===== config.mk =====
export PLATFORM = sky130hd
export DESIGN_NAME = string_escape_utf8_decoder_top
export DESIGN_NICKNAME = d
export VERILOG_FILES = /design/src/design/sed_pkg.sv /design/src/design/string_escape_utf8_decoder_top.sv /design/src/design/sed_front.sv /design/src/design/sed_queue.sv /design/src/design/sed_back.sv
export SDC_FILE = /design/constraint.sdc
export NUM_CORES = 1
export LEC_CHECK = 0
export BUFFER_PORTS_ARGS = -buffer_cell sky130_fd_sc_hd__buf_2
export CELL_PAD_IN_SITES_DETAIL_PLACEMENT = 0
export CELL_PAD_IN_SITES_GLOBAL_PLACEMENT = 1
export CORE_UTILIZATION = 45
export DETAILED_ROUTE_END_ITERATION = 8
export GPL_TIMING_DRIVEN = 0
export PLACE_DENSITY = 0.71
export SKIP_LAST_GASP = 1
export SYNTH_ARGS = -nofsm -noshare
export SYNTH_HDL_FRONTEND = slang
export SYNTH_SLANG_ARGS = --single-unit

===== constraint.sdc =====
create_clock -name clock -period 4.78 [get_ports clock]
set_input_delay 0.717 -clock clock [delete_from_list [all_inputs] [get_ports clock]]
set_output_delay 0.717 -clock clock [all_outputs]
set_load 0.01 [all_outputs]

===== src/design/sed_pkg.sv =====
package sed_pkg;

   // Input transaction: one raw content byte of a string literal
   typedef struct packed {
      logic [7:0] content_byte;
      logic       last_byte;
   } req_type;

   // Output transaction: a decoded byte or the string's final status
   typedef struct packed {
      logic [1:0] kind;
      logic [7:0] data_byte;
      logic       run_end;
   } rsp_type;

   // Result kinds
   localparam logic [1:0] KIND_DATA   = 2'd0;
   localparam logic [1:0] KIND_ACCEPT = 2'd1;
   localparam logic [1:0] KIND_REJECT = 2'd2;

   // Everything one input byte produces: up to four UTF-8 bytes and a status
   localparam int MAX_BYTES = 4;

   typedef struct packed {
      logic [MAX_BYTES-1:0][7:0] byte_seq;
      logic [2:0]                byte_count;
      logic                      has_status;
      logic                      reject;
   } job_type;

   // Default depth of the queue between classifier and emitter
   localparam int QUEUE_DEPTH_DEF = 4;

endpackage


===== src/design/string_escape_utf8_decoder_top.sv =====
// The first result of a byte is registered in the job queue, then in the output register.
// Throughput: one input byte per cycle while each byte yields at most one result and
// rsp_stall is low; the emitter sends one result per cycle while rsp_stall is low, and
// the job queue (QUEUE_DEPTH, 4 by default) absorbs UTF-8 bursts before req_stall rises.
// Reset: synchronous, active high; returns the decoder to plain text and empties queue
// and output register.
module string_escape_utf8_decoder_top #(
   parameter int QUEUE_DEPTH = sed_pkg::QUEUE_DEPTH_DEF
) (
   input  logic             clock,
   input  logic             reset,
   input  logic             req_valid,
   output logic             req_stall,
   input  sed_pkg::req_type req_data,
   output logic             rsp_valid,
   input  logic             rsp_stall,
   output sed_pkg::rsp_type rsp_data
);
   import sed_pkg::*;

   logic    accept;
   logic    job_push;
   job_type job;
   logic    q_full;
   logic    head_valid;
   job_type head_job;
   logic    pop;

   assign req_stall = q_full;
   assign accept    = req_valid && !q_full;

   // Classifier
   sed_front u_front (
      .clock    (clock),
      .reset    (reset),
      .accept   (accept),
      .req_data (req_data),
      .job_push (job_push),
      .job      (job)
   );

   // Job queue
   sed_queue #(
      .DEPTH (QUEUE_DEPTH)
   ) u_queue (
      .clock      (clock),
      .reset      (reset),
      .push       (job_push),
      .push_job   (job),
      .pop        (pop),
      .head_valid (head_valid),
      .head_job   (head_job),
      .full       (q_full)
   );

   // Result emitter
   sed_back u_back (
      .clock      (clock),
      .reset      (reset),
      .head_valid (head_valid),
      .head_job   (head_job),
      .pop        (pop),
      .rsp_valid  (rsp_valid),
      .rsp_stall  (rsp_stall),
      .rsp_data   (rsp_data)
   );

`ifndef SYNTHESIS
   // A status transaction always closes the run of its input byte
   a_status_ends_run: assert property (@(posedge clock) disable iff (reset)
      rsp_valid && rsp_data.kind != KIND_DATA |-> rsp_data.run_end)
      else $error("status transaction without run_end");

   // Status transactions carry a zero data byte
   a_status_zero_byte: assert property (@(posedge clock) disable iff (reset)
      rsp_valid && rsp_data.kind != KIND_DATA |-> rsp_data.data_byte == 8'd0)
      else $error("status transaction with nonzero data byte");

   // Input is only held off while queued work is pending
   a_stall_has_work: assert property (@(posedge clock) disable iff (reset)
      req_stall |-> head_valid)
      else $error("input stalled with an empty queue");

   // A popped job's last result is in the output register in the cycle after the pop
   a_pop_loads_output: assert property (@(posedge clock) disable iff (reset)
      pop |=> rsp_valid && rsp_data.run_end)
      else $error("job retired without a run_end transaction");
`endif

endmodule


===== src/design/sed_front.sv =====
module sed_front (
   input  logic            clock,
   input  logic            reset,
   input  logic            accept,
   input  sed_pkg::req_type req_data,
   output logic            job_push,
   output sed_pkg::job_type job
);
   import sed_pkg::*;

   typedef enum logic [2:0] {
      M_PLAIN = 3'd0,
      M_ESC   = 3'd1,
      M_HEX2  = 3'd2,
      M_BRACE = 3'd3,
      M_UNI   = 3'd4,
      M_ERROR = 3'd5
   } mode_type;

   localparam logic [7:0] CH_BSLASH = 8'h5C;
   localparam logic [7:0] CH_DQUOTE = 8'h22;
   localparam logic [7:0] CH_SQUOTE = 8'h27;
   localparam logic [7:0] CH_N      = 8'h6E;
   localparam logic [7:0] CH_T      = 8'h74;
   localparam logic [7:0] CH_R      = 8'h72;
   localparam logic [7:0] CH_ZERO   = 8'h30;
   localparam logic [7:0] CH_X      = 8'h78;
   localparam logic [7:0] CH_U      = 8'h75;
   localparam logic [7:0] CH_LBRACE = 8'h7B;
   localparam logic [7:0] CH_RBRACE = 8'h7D;
   localparam logic [24:0] CODE_MAX = 25'h10FFFF;

   mode_type    mode_ff, mode_in;
   logic [20:0] acc_ff, acc_in;
   logic        big_ff, big_in;
   logic [1:0]  cnt_ff, cnt_in;

   logic [7:0]  b;
   logic        last;
   logic        dig_ok;
   logic [3:0]  dig;
   logic [1:0]  cnt_inc;
   logic [24:0] shifted;
   job_type     job_c;

   // Hex digit classification
   always_comb begin
      dig_ok = 1'b1;
      dig    = 4'd0;
      if (b >= 8'h30 && b <= 8'h39) begin
         dig = 4'(b - 8'h30);
      end else if (b >= 8'h61 && b <= 8'h66) begin
         dig = 4'(b - 8'h57);
      end else if (b >= 8'h41 && b <= 8'h46) begin
         dig = 4'(b - 8'h37);
      end else begin
         dig_ok = 1'b0;
      end
   end

   assign b       = req_data.content_byte;
   assign last    = req_data.last_byte;
   assign cnt_inc = cnt_ff + 2'd1;
   assign shifted = {acc_ff, dig};

   // Decode step: next state and the results this byte produces
   always_comb begin
      mode_in = mode_ff;
      acc_in  = acc_ff;
      big_in  = big_ff;
      cnt_in  = cnt_ff;
      job_c   = '0;
      case (mode_ff)
         M_PLAIN: begin
            if (b == CH_BSLASH && !last) begin
               mode_in = M_ESC;
            end else begin
               job_c.byte_seq[0] = b;
               job_c.byte_count  = 3'd1;
            end
         end
         M_ESC: begin
            mode_in = M_PLAIN;
            case (b)
               CH_N: begin
                  job_c.byte_seq[0] = 8'h0A;
                  job_c.byte_count  = 3'd1;
               end
               CH_T: begin
                  job_c.byte_seq[0] = 8'h09;
                  job_c.byte_count  = 3'd1;
               end
               CH_R: begin
                  job_c.byte_seq[0] = 8'h0D;
                  job_c.byte_count  = 3'd1;
               end
               CH_ZERO: begin
                  job_c.byte_seq[0] = 8'h00;
                  job_c.byte_count  = 3'd1;
               end
               CH_BSLASH, CH_DQUOTE, CH_SQUOTE: begin
                  job_c.byte_seq[0] = b;
                  job_c.byte_count  = 3'd1;
               end
               CH_X: begin
                  mode_in = M_HEX2;
                  acc_in  = '0;
                  cnt_in  = '0;
               end
               CH_U: begin
                  mode_in = M_BRACE;
               end
               default: begin
                  mode_in = M_ERROR;
               end
            endcase
         end
         M_HEX2: begin
            if (!dig_ok) begin
               mode_in = M_ERROR;
            end else begin
               acc_in = {13'd0, acc_ff[3:0], dig};
               cnt_in = cnt_inc;
               // second digit completes the raw byte
               if (cnt_inc[1]) begin
                  job_c.byte_seq[0] = {acc_ff[3:0], dig};
                  job_c.byte_count  = 3'd1;
                  mode_in = M_PLAIN;
                  acc_in  = '0;
                  cnt_in  = '0;
               end
            end
         end
         M_BRACE: begin
            if (b == CH_LBRACE) begin
               mode_in = M_UNI;
               acc_in  = '0;
               big_in  = 1'b0;
               cnt_in  = '0;
            end else begin
               mode_in = M_ERROR;
            end
         end
         M_UNI: begin
            if (b == CH_RBRACE) begin
               if (cnt_ff == 2'd0 || big_ff) begin
                  mode_in = M_ERROR;
               end else begin
                  mode_in = M_PLAIN;
                  // UTF-8 encode of the gathered code point
                  if (acc_ff <= 21'h7F) begin
                     job_c.byte_seq[0] = acc_ff[7:0];
                     job_c.byte_count  = 3'd1;
                  end else if (acc_ff <= 21'h7FF) begin
                     job_c.byte_seq[0] = {3'b110, acc_ff[10:6]};
                     job_c.byte_seq[1] = {2'b10, acc_ff[5:0]};
                     job_c.byte_count  = 3'd2;
                  end else if (acc_ff <= 21'hFFFF) begin
                     job_c.byte_seq[0] = {4'b1110, acc_ff[15:12]};
                     job_c.byte_seq[1] = {2'b10, acc_ff[11:6]};
                     job_c.byte_seq[2] = {2'b10, acc_ff[5:0]};
                     job_c.byte_count  = 3'd3;
                  end else begin
                     job_c.byte_seq[0] = {5'b11110, acc_ff[20:18]};
                     job_c.byte_seq[1] = {2'b10, acc_ff[17:12]};
                     job_c.byte_seq[2] = {2'b10, acc_ff[11:6]};
                     job_c.byte_seq[3] = {2'b10, acc_ff[5:0]};
                     job_c.byte_count  = 3'd4;
                  end
               end
               acc_in = '0;
               big_in = 1'b0;
               cnt_in = '0;
            end else if (!dig_ok) begin
               mode_in = M_ERROR;
            end else begin
               if (shifted > CODE_MAX) begin
                  big_in = 1'b1;
               end
               acc_in = shifted[20:0];
               cnt_in = 2'd1;
            end
         end
         default: begin
            mode_in = M_ERROR;
         end
      endcase

      // End of string: status and return to plain text
      if (last) begin
         job_c.has_status = 1'b1;
         job_c.reject     = (mode_in != M_PLAIN);
         mode_in = M_PLAIN;
         acc_in  = '0;
         big_in  = 1'b0;
         cnt_in  = '0;
      end
   end

   assign job      = job_c;
   assign job_push = accept && (job_c.byte_count != 3'd0 || job_c.has_status);

   // Decoder state
   always_ff @(posedge clock) begin
      if (reset) begin
         mode_ff <= M_PLAIN;
         acc_ff  <= '0;
         big_ff  <= 1'b0;
         cnt_ff  <= '0;
      end else if (accept) begin
         mode_ff <= mode_in;
         acc_ff  <= acc_in;
         big_ff  <= big_in;
         cnt_ff  <= cnt_in;
      end
   end

endmodule


===== src/design/sed_queue.sv =====
module sed_queue #(
   parameter int DEPTH = sed_pkg::QUEUE_DEPTH_DEF
) (
   input  logic             clock,
   input  logic             reset,
   input  logic             push,
   input  sed_pkg::job_type push_job,
   input  logic             pop,
   output logic             head_valid,
   output sed_pkg::job_type head_job,
   output logic             full
);
   import sed_pkg::*;

   localparam int PTR_W = (DEPTH > 1) ? $clog2(DEPTH) : 1;
   localparam int CNT_W = $clog2(DEPTH + 1);
   localparam logic [PTR_W-1:0] PTR_LAST = PTR_W'(DEPTH - 1);
   localparam logic [CNT_W-1:0] CNT_FULL = CNT_W'(DEPTH);
   localparam logic [PTR_W-1:0] PTR_ONE  = PTR_W'(1);
   localparam logic [CNT_W-1:0] CNT_ONE  = CNT_W'(1);

   job_type          mem [DEPTH];
   logic [PTR_W-1:0] wr_ff, rd_ff;
   logic [CNT_W-1:0] cnt_ff;
   logic             do_push, do_pop;

   assign full       = (cnt_ff == CNT_FULL);
   assign head_valid = (cnt_ff != '0);
   assign head_job   = mem[rd_ff];
   assign do_push    = push && !full;
   assign do_pop     = pop && head_valid;

   // Storage
   always_ff @(posedge clock) begin
      if (do_push) begin
         mem[wr_ff] <= push_job;
      end
   end

   // Pointers and fill count
   always_ff @(posedge clock) begin
      if (reset) begin
         wr_ff  <= '0;
         rd_ff  <= '0;
         cnt_ff <= '0;
      end else begin
         if (do_push) begin
            wr_ff <= (wr_ff == PTR_LAST) ? '0 : wr_ff + PTR_ONE;
         end
         if (do_pop) begin
            rd_ff <= (rd_ff == PTR_LAST) ? '0 : rd_ff + PTR_ONE;
         end
         if (do_push && !do_pop) begin
            cnt_ff <= cnt_ff + CNT_ONE;
         end else if (do_pop && !do_push) begin
            cnt_ff <= cnt_ff - CNT_ONE;
         end
      end
   end

endmodule


===== src/design/sed_back.sv =====
module sed_back (
   input  logic             clock,
   input  logic             reset,
   input  logic             head_valid,
   input  sed_pkg::job_type head_job,
   output logic             pop,
   output logic             rsp_valid,
   input  logic             rsp_stall,
   output sed_pkg::rsp_type rsp_data
);
   import sed_pkg::*;

   logic [2:0] idx_ff;
   logic       rsp_valid_ff;
   rsp_type    rsp_data_ff;
   logic [2:0] total_m1;
   logic       at_end;
   logic       load;
   rsp_type    next_rsp;

   // Position of the current result inside the head job
   assign total_m1 = 3'(head_job.byte_count + {2'd0, head_job.has_status} - 3'd1);
   assign at_end   = (idx_ff == total_m1);
   assign load     = head_valid && (!rsp_valid_ff || !rsp_stall);
   assign pop      = load && at_end;

   // Select the data byte or the closing status
   always_comb begin
      next_rsp = '0;
      if (idx_ff < head_job.byte_count) begin
         next_rsp.kind      = KIND_DATA;
         next_rsp.data_byte = head_job.byte_seq[idx_ff[1:0]];
      end else begin
         next_rsp.kind = head_job.reject ? KIND_REJECT : KIND_ACCEPT;
      end
      next_rsp.run_end = at_end;
   end

   // Output register and result index
   always_ff @(posedge clock) begin
      if (reset) begin
         idx_ff       <= '0;
         rsp_valid_ff <= 1'b0;
      end else if (load) begin
         rsp_valid_ff <= 1'b1;
         idx_ff       <= at_end ? 3'd0 : idx_ff + 3'd1;
      end else if (!rsp_stall) begin
         rsp_valid_ff <= 1'b0;
      end
   end

   always_ff @(posedge clock) begin
      if (load) begin
         rsp_data_ff <= next_rsp;
      end
   end

   assign rsp_valid = rsp_valid_ff;
   assign rsp_data  = rsp_data_ff;

endmodule

==> results.toml, run 1 <==
[job]
maxCapViolCount = 0

[logic_synthesis]
synth_common_cells = "edfxtp_1 (147), nand2_1 (55), a21oi_1 (49)"
synth_compound_area_share_pct = 9.89
synth-main-ff-cell = "edfxtp_1"
synth_edf_count = 147
synth_top_area_share_pct = 50.1
ys_types = 78
ys_ff_latch = 186
ys_async_sr_fraction_pct = 0
synth_xor_area_share_pct = 0.697
synth_top_family_by_area = "simple AND/OR/NAND/NOR gates"
synthSimpleGateAreaFrac_pct = 13.8
syn_inst = 677
avgSynthCellArea_um2 = 13.0
yosysSeqAreaShare_pct = 59.0
synthAdderAreaFrac_pct = 2.36
muxShareOfSynthArea_pct = 11.2
yosysTopAreaCell = "edfxtp_1"
netlist_area_um2 = 8800
synth_area_leaders = "edfxtp_1 (50%), mux4_2 (10%), dfxtp_1 (8.9%)"
syn_nets = 706
yosysWarnings = 0
yosysMostFrequentCell = "edfxtp_1"

[timing]
tightest_slew_ns = 0.972
tns_ns = 0
finalSetupViolCount = 0
max_freq_ghz = 0.246
finalMaxSlewViolations = 0
rsz0062_at_grt = "false"
hold_violations = 0
relSlewSlack_pct = 35.1
finClkSkew_ns = 0.0102
post-route-period-util_pct = 85.1
fin_crit_ns = 4.07

[clock_network]
cts-resized-gates = 0
hold_buffers = 0
numCtsBuffers = 17
cts_setup_buffers = 0
clock-sinks = 186
htreeDepth = 4
clock_path_buffers = 2
clock_latency_ns = 0.43
clkTransAtPathRegs_ns = 0.07
cts_tree = "yes"
cts_root_buf = "clkbuf_16"

[setup_path]
r2r_slack_ns = 0.71
crit_family = "buffers and inverters"
rr_endpoint = "u_queue.cnt_ff[2]"
cpMaxStageDelayCell = "clkbuf_1"
worstPathRequired_ns = 5.13
critical_path.max_stage_delay_ns = 0.62
crit_fanout = 10
reg2reg_depth = 15
worst-setup-path-type = "register to register"
crit_path_start_kind = "register"
cp.arrival_ns = 4.42
crit_buf_inv = 5
cp-end-kind = "register"
cp_cell_sequence = "clkbuf_1 -> clkbuf_1 -> mux4_2 -> inv_1 -> ha_1 -> ha_1 -> xnor2_1 -> nor4_1 -> inv_1 -> ha_1 -> inv_1 -> fa_1 -> xor2_1 -> or3_1 -> a21oi_1"

[hold_path]
min_to = "u_back.rsp_valid"
hp-start = "u_back.rsp_valid"
whs_path_depth = 2
hold_class = "register to register"

[power_and_ir_drop]
finalPower_mw = 4.47
comb_power_share_pct = 22.9
switchingPower_mw = 1.28
p_clk_share_pct = 30.5
p_per_area_nw_per_um2 = 451
swShare_pct = 28.7
p_seq_share_pct = 46.6
p_int_mw = 3.19
p_leak_nw = 3.40
worst_ir_drop_vdd_mv = 0.243

[drt]
drc_errors = 0
routed_via_density = 5.85
ant_nets = 0
vias = 5835
wl_mm = 20.8
wl_per_cell_um = 20.9
first_pass_iters = 7
drt-initial-drc-count = 498

[floorplanning]
num_rows = 50
die-area_um2 = 20100
coreArea_um2 = 19000
die_width_um = 142
io_pins = 26
start_util_pct = 46.4
die_height_um = 142

[place]
place_hpwl_mm = 14.8
io_buffers = 24
gp_congestion = 0.893
placed_cell_area_um2 = 9330
post-place-cells = 965

[global_route]
grtUsageMet2_pct = 36.0
grt.total_usage_pct = 21.9
grt_antenna_before_repair = 1
grt_pass1_vias = 5666
grtUsageMet3_pct = 2.97
grt_overflow = 0
grt_use_met1_pct = 30.1
grt_start_max_net_pins = 28
grt_pass1_wl_mm = 32.6
gr-max-usage-layer = "met2"

[finish]
nNetsFinal = 753
diodes = 0
final-instance-count-excl-fill = 997
syn_to_final_growth_pct = 12.6
nFillCells = 1669
layout-drive-gt1-share_pct = 19.3
fin_area_um2 = 9910

[outcome]
run_status = "finished, final reports clean"
[state kept, by name (all words and copies together), names as in the netlist, named ones only]
name	count
u_back.idx_ff	3
u_back.rsp_data	11
u_front.acc_ff	21
u_front.mode_ff	3
u_queue.mem	136
u_front.cnt_ff	1
u_queue.cnt_ff	3
u_queue.wr_ff	2
u_front.big_ff	1
u_queue.rd_ff	2
u_back.rsp_valid	1
[layout make-up]
| cell class | count | area [µm²] | area share (%) |
|---|---|---|---|
| Tap cell | 260 | 325 | 3.28 |
| Sequential cell | 186 | 5190 | 52.4 |
| Clock buffer | 17 | 425 | 4.29 |
| Timing Repair Buffer | 28 | 200 | 2.02 |
| Multi-Input combinational cell | 426 | 3350 | 33.8 |
| Clock inverter | 15 | 153 | 1.54 |
| Buffer | 44 | 188 | 1.89 |
| Inverter | 21 | 78.8 | 0.795 |
[power by group through the flow]
stage | clock (mW) | combinational (mW) | sequential [mW]
after floorplan | 0 | 0.708 | 2.14
after global placement | 0 | 0.998 | 2.12
after detailed placement | 0 | 1.05 | 2.12
after CTS | 1.38 | 1.05 | 2.09
after global routing | 1.44 | 1.12 | 2.11
final | 1.37 | 1.02 | 2.08
[tightest hold or removal path: stages (launching register included)]
cell,delay (ns)
dfxtp_1,0.32
nand2_1,0.06
a21oi_1,0.05
[how the worst max path moves through the flow]
stage / startpoint / end / cells after the start
4_1_cts: register / u_queue.cnt_ff[2] / 15
2_1_floorplan: req_data[2] / u_queue.mem[0][0] / 9
6_report: register / u_queue.cnt_ff[2] / 15
3_3_place_gp: req_data[2] / u_queue.mem[1][17] / 10
3_5_place_dp: req_data[2] / u_queue.cnt_ff[2] / 15
5_1_grt: register / u_queue.cnt_ff[2] / 15
[per-layer routing]
| metal | vias up | routed length [µm] | share of wire (%) |
|---|---|---|---|
| met4 | 0 | 413 | 2.0 |
| met5 | - | 0 | 0 |
| li1 | 2704 | - | - |
| met1 | 2967 | 9360 | 45 |
| met3 | 22 | 862 | 4.1 |
| met2 | 142 | 10200 | 49 |
[cells by family after synthesis]
group                    count (synthesis)
AND/OR/NAND/NOR                        224
adder cells (fa/ha/maj)                 16
XOR/XNOR                                 7
AO/OA/AOI/OAI                          132
multiplexers                            47
buffers and inverters                   65
flip-flops                             186
[placed cells by master, fill, tap and decap left out, types with 8 or more instances in the layout]
master,synthesis,layout
nand3_1,30,30
clkbuf_16,0,17
a21o_1,8,8
edfxtp_1,147,147
nand2b_1,8,8
mux4_2,41,41
buf_2,14,38
nor3_1,13,13
inv_1,20,20
nor2_1,39,39
clkbuf_1,28,28
a21oi_1,49,49
ha_1,15,15
nor2b_1,12,12
nand2_1,55,55
and3_1,9,9
o21ai_0,17,17
dfxtp_1,39,39
nor4_1,9,9
[stage by stage]
step / hold WS (ns) / util (%) / setup WS [ns]
floorplan: 0.442 / - / 1.32
global placement: 0.451 / 48.8 / -0.0440
detailed placement: 0.471 / 49.2 / 0.462
CTS: 0.481 / 52.3 / 0.623
global route: 0.505 / 52.3 / 0.320
finish: 0.479 / 52.3 / 0.711
(Power assumes the default switching activity.)
==> run 2: changes to the inputs <==
--- a/config.mk
+++ b/config.mk
@@ -8,10 +8,13 @@
 export BUFFER_PORTS_ARGS = -buffer_cell sky130_fd_sc_hd__buf_2
 export CELL_PAD_IN_SITES_DETAIL_PLACEMENT = 0
 export CELL_PAD_IN_SITES_GLOBAL_PLACEMENT = 1
+export CORE_MARGIN = 2
 export CORE_UTILIZATION = 45
+export CTS_CLUSTER_DIAMETER = 50
 export DETAILED_ROUTE_END_ITERATION = 8
 export GPL_TIMING_DRIVEN = 0
 export PLACE_DENSITY = 0.71
+export RECOVER_POWER = 25
 export SKIP_LAST_GASP = 1
 export SYNTH_ARGS = -nofsm -noshare
 export SYNTH_HDL_FRONTEND = slang
==> run 2 against run 1 <==
Effect of this change:
- first-iteration DRC count is 2.2% higher
- critical path depth stayed put
- clock skew is 0.0017 ns higher
- combinational power hardly changed
- global-route usage is 0.50 points lower
- sequential power hardly changed
- cell count is 0.50% higher
- highest routed layer unchanged
- via count is 0.72% lower
- utilization is 1.1 points lower
- power is 0.77% higher
- sequential share of layout area is 0.13 points higher
- worst hold slack worse by 0.0011 ns
==> results.toml, run 2 (synthesis gave the netlist of run 1 again) <==
[timing]
relSlewSlack_pct = 38.7
tns_ns = 0
fin_crit_ns = 4.17
whs_ns = 0.477
tightest_slew_ns = 0.907
finClkSkew_ns = 0.0118
rsz0062_at_grt = "false"
finalMaxSlewViolations = 0
max_freq_ghz = 0.240
finalSetupViolCount = 0
post-route-period-util_pct = 87.2
hold_violations = 0

[global_route]
grt_pass1_vias = 5772
grt_use_met1_pct = 29.2
gr-max-usage-layer = "met2"
grtUsageMet3_pct = 4.07
grt_antenna_before_repair = 0
grt_overflow = 0
grt.total_usage_pct = 21.4
grtUsageMet2_pct = 34.9
grt_pass1_wl_mm = 32.8
grt_start_max_net_pins = 34

[clock_network]
clkTransAtPathRegs_ns = 0.07
cts_setup_buffers = 0
cts_tree = "yes"
cts-resized-gates = 0
hold_buffers = 0
clock-sinks = 186
cts_root_buf = "clkbuf_16"
clock_path_buffers = 2
clock_latency_ns = 0.42
htreeDepth = 4
numCtsBuffers = 17

[power_and_ir_drop]
p_per_area_nw_per_um2 = 456
worst_ir_drop_vdd_mv = 0.250
p_leak_nw = 3.34
finalPower_mw = 4.51

[floorplanning]
die_height_um = 144
die_width_um = 144
io_pins = 26
coreArea_um2 = 19300
die-area_um2 = 20700
start_util_pct = 45.5
num_rows = 51

[drt]
vias = 5793
drt-initial-drc-count = 509
ant_nets = 0
routed_via_density = 5.78
first_pass_iters = 6
wl_per_cell_um = 20.9
drc_errors = 0
wl_mm = 20.9

[setup_path]
cp-end-kind = "register"
crit_fanout = 10
cp.arrival_ns = 4.52
crit_path_start_kind = "register"
worstPathRequired_ns = 5.13
worst-setup-path-type = "register to register"

[place]
gp_congestion = 0.952
io_buffers = 24
place_hpwl_mm = 14.9

[finish]
largest_reg_flops = 136
diodes = 0
layout-drive-gt1-share_pct = 15.9
final_common_cell = "edfxtp_1"
nFillCells = 1666
layout_common_cells = "edfxtp_1 (147), nand2_1 (55), a21oi_1 (49)"
nNetsFinal = 753
syn_to_final_growth_pct = 12.3
regMostFlops = "u_queue.mem"

[hold_path]
hp-start = "u_back.rsp_valid"
hold_class = "register to register"

[outcome]
run_status = "finished, final reports clean"

[job]
maxCapViolCount = 0
==> run 2: stage by stage <==
step	worst slack (ns)	util, %	instances	instance area, µm²
3_3_place_gp	-0.177	47.9	966	9250
5_1_grt	0.228	51.1	1002	9890
4_1_cts	0.545	51.4	1002	9930
6_report	0.610	51.1	1002	9890
2_1_floorplan	1.32	-	677	8800
3_5_place_dp	0.448	48.3	970	9340
==> run 2: routing by layer <==
layer / vias to the layer above / share of wire [%]
li1: 2703 / -
met1: 2893 / 45
met2: 169 / 48
met3: 28 / 4.5
met4: 0 / 2.3
met5: - / 0
==> run 2: worst max-delay path, cell delays in order, from the launching register on <==
cell      delay (ns)
dfxtp_1         0.31
clkbuf_1        0.31
clkbuf_1        0.65
mux4_2          0.40
inv_1           0.07
ha_1            0.14
ha_1            0.24
xnor2_1         0.16
nor4_1          0.62
inv_1           0.16
ha_1            0.26
inv_1           0.07
fa_1            0.17
xor2_1          0.07
or3_1           0.31
a21oi_1         0.14
==> run 2: cell type report <==
class / count / area, µm² / share of cell area, %
Buffer: 44 / 181 / 1.83
Clock buffer: 18 / 429 / 4.34
Clock inverter: 14 / 164 / 1.66
Inverter: 21 / 78.8 / 0.797
Multi-Input combinational cell: 426 / 3330 / 33.6
Sequential cell: 186 / 5190 / 52.5
Tap cell: 265 / 332 / 3.35
Timing Repair Buffer: 28 / 180 / 1.82
==> run 2: report_power, final <==
part	internal (mW)	switching (mW)
Combinational	0.460	0.560
Sequential	2.02	0.0694
Clock	0.782	0.616
==> run 2: worst paths after layout <==
path	endpoint	cells after the start	slack (ns)
min reg2reg	u_back.rsp_valid	2	0.48
max reg2reg	u_queue.cnt_ff[2]	15	0.61
max	u_queue.cnt_ff[2]	15	0.61
min	u_back.rsp_valid	2	0.48
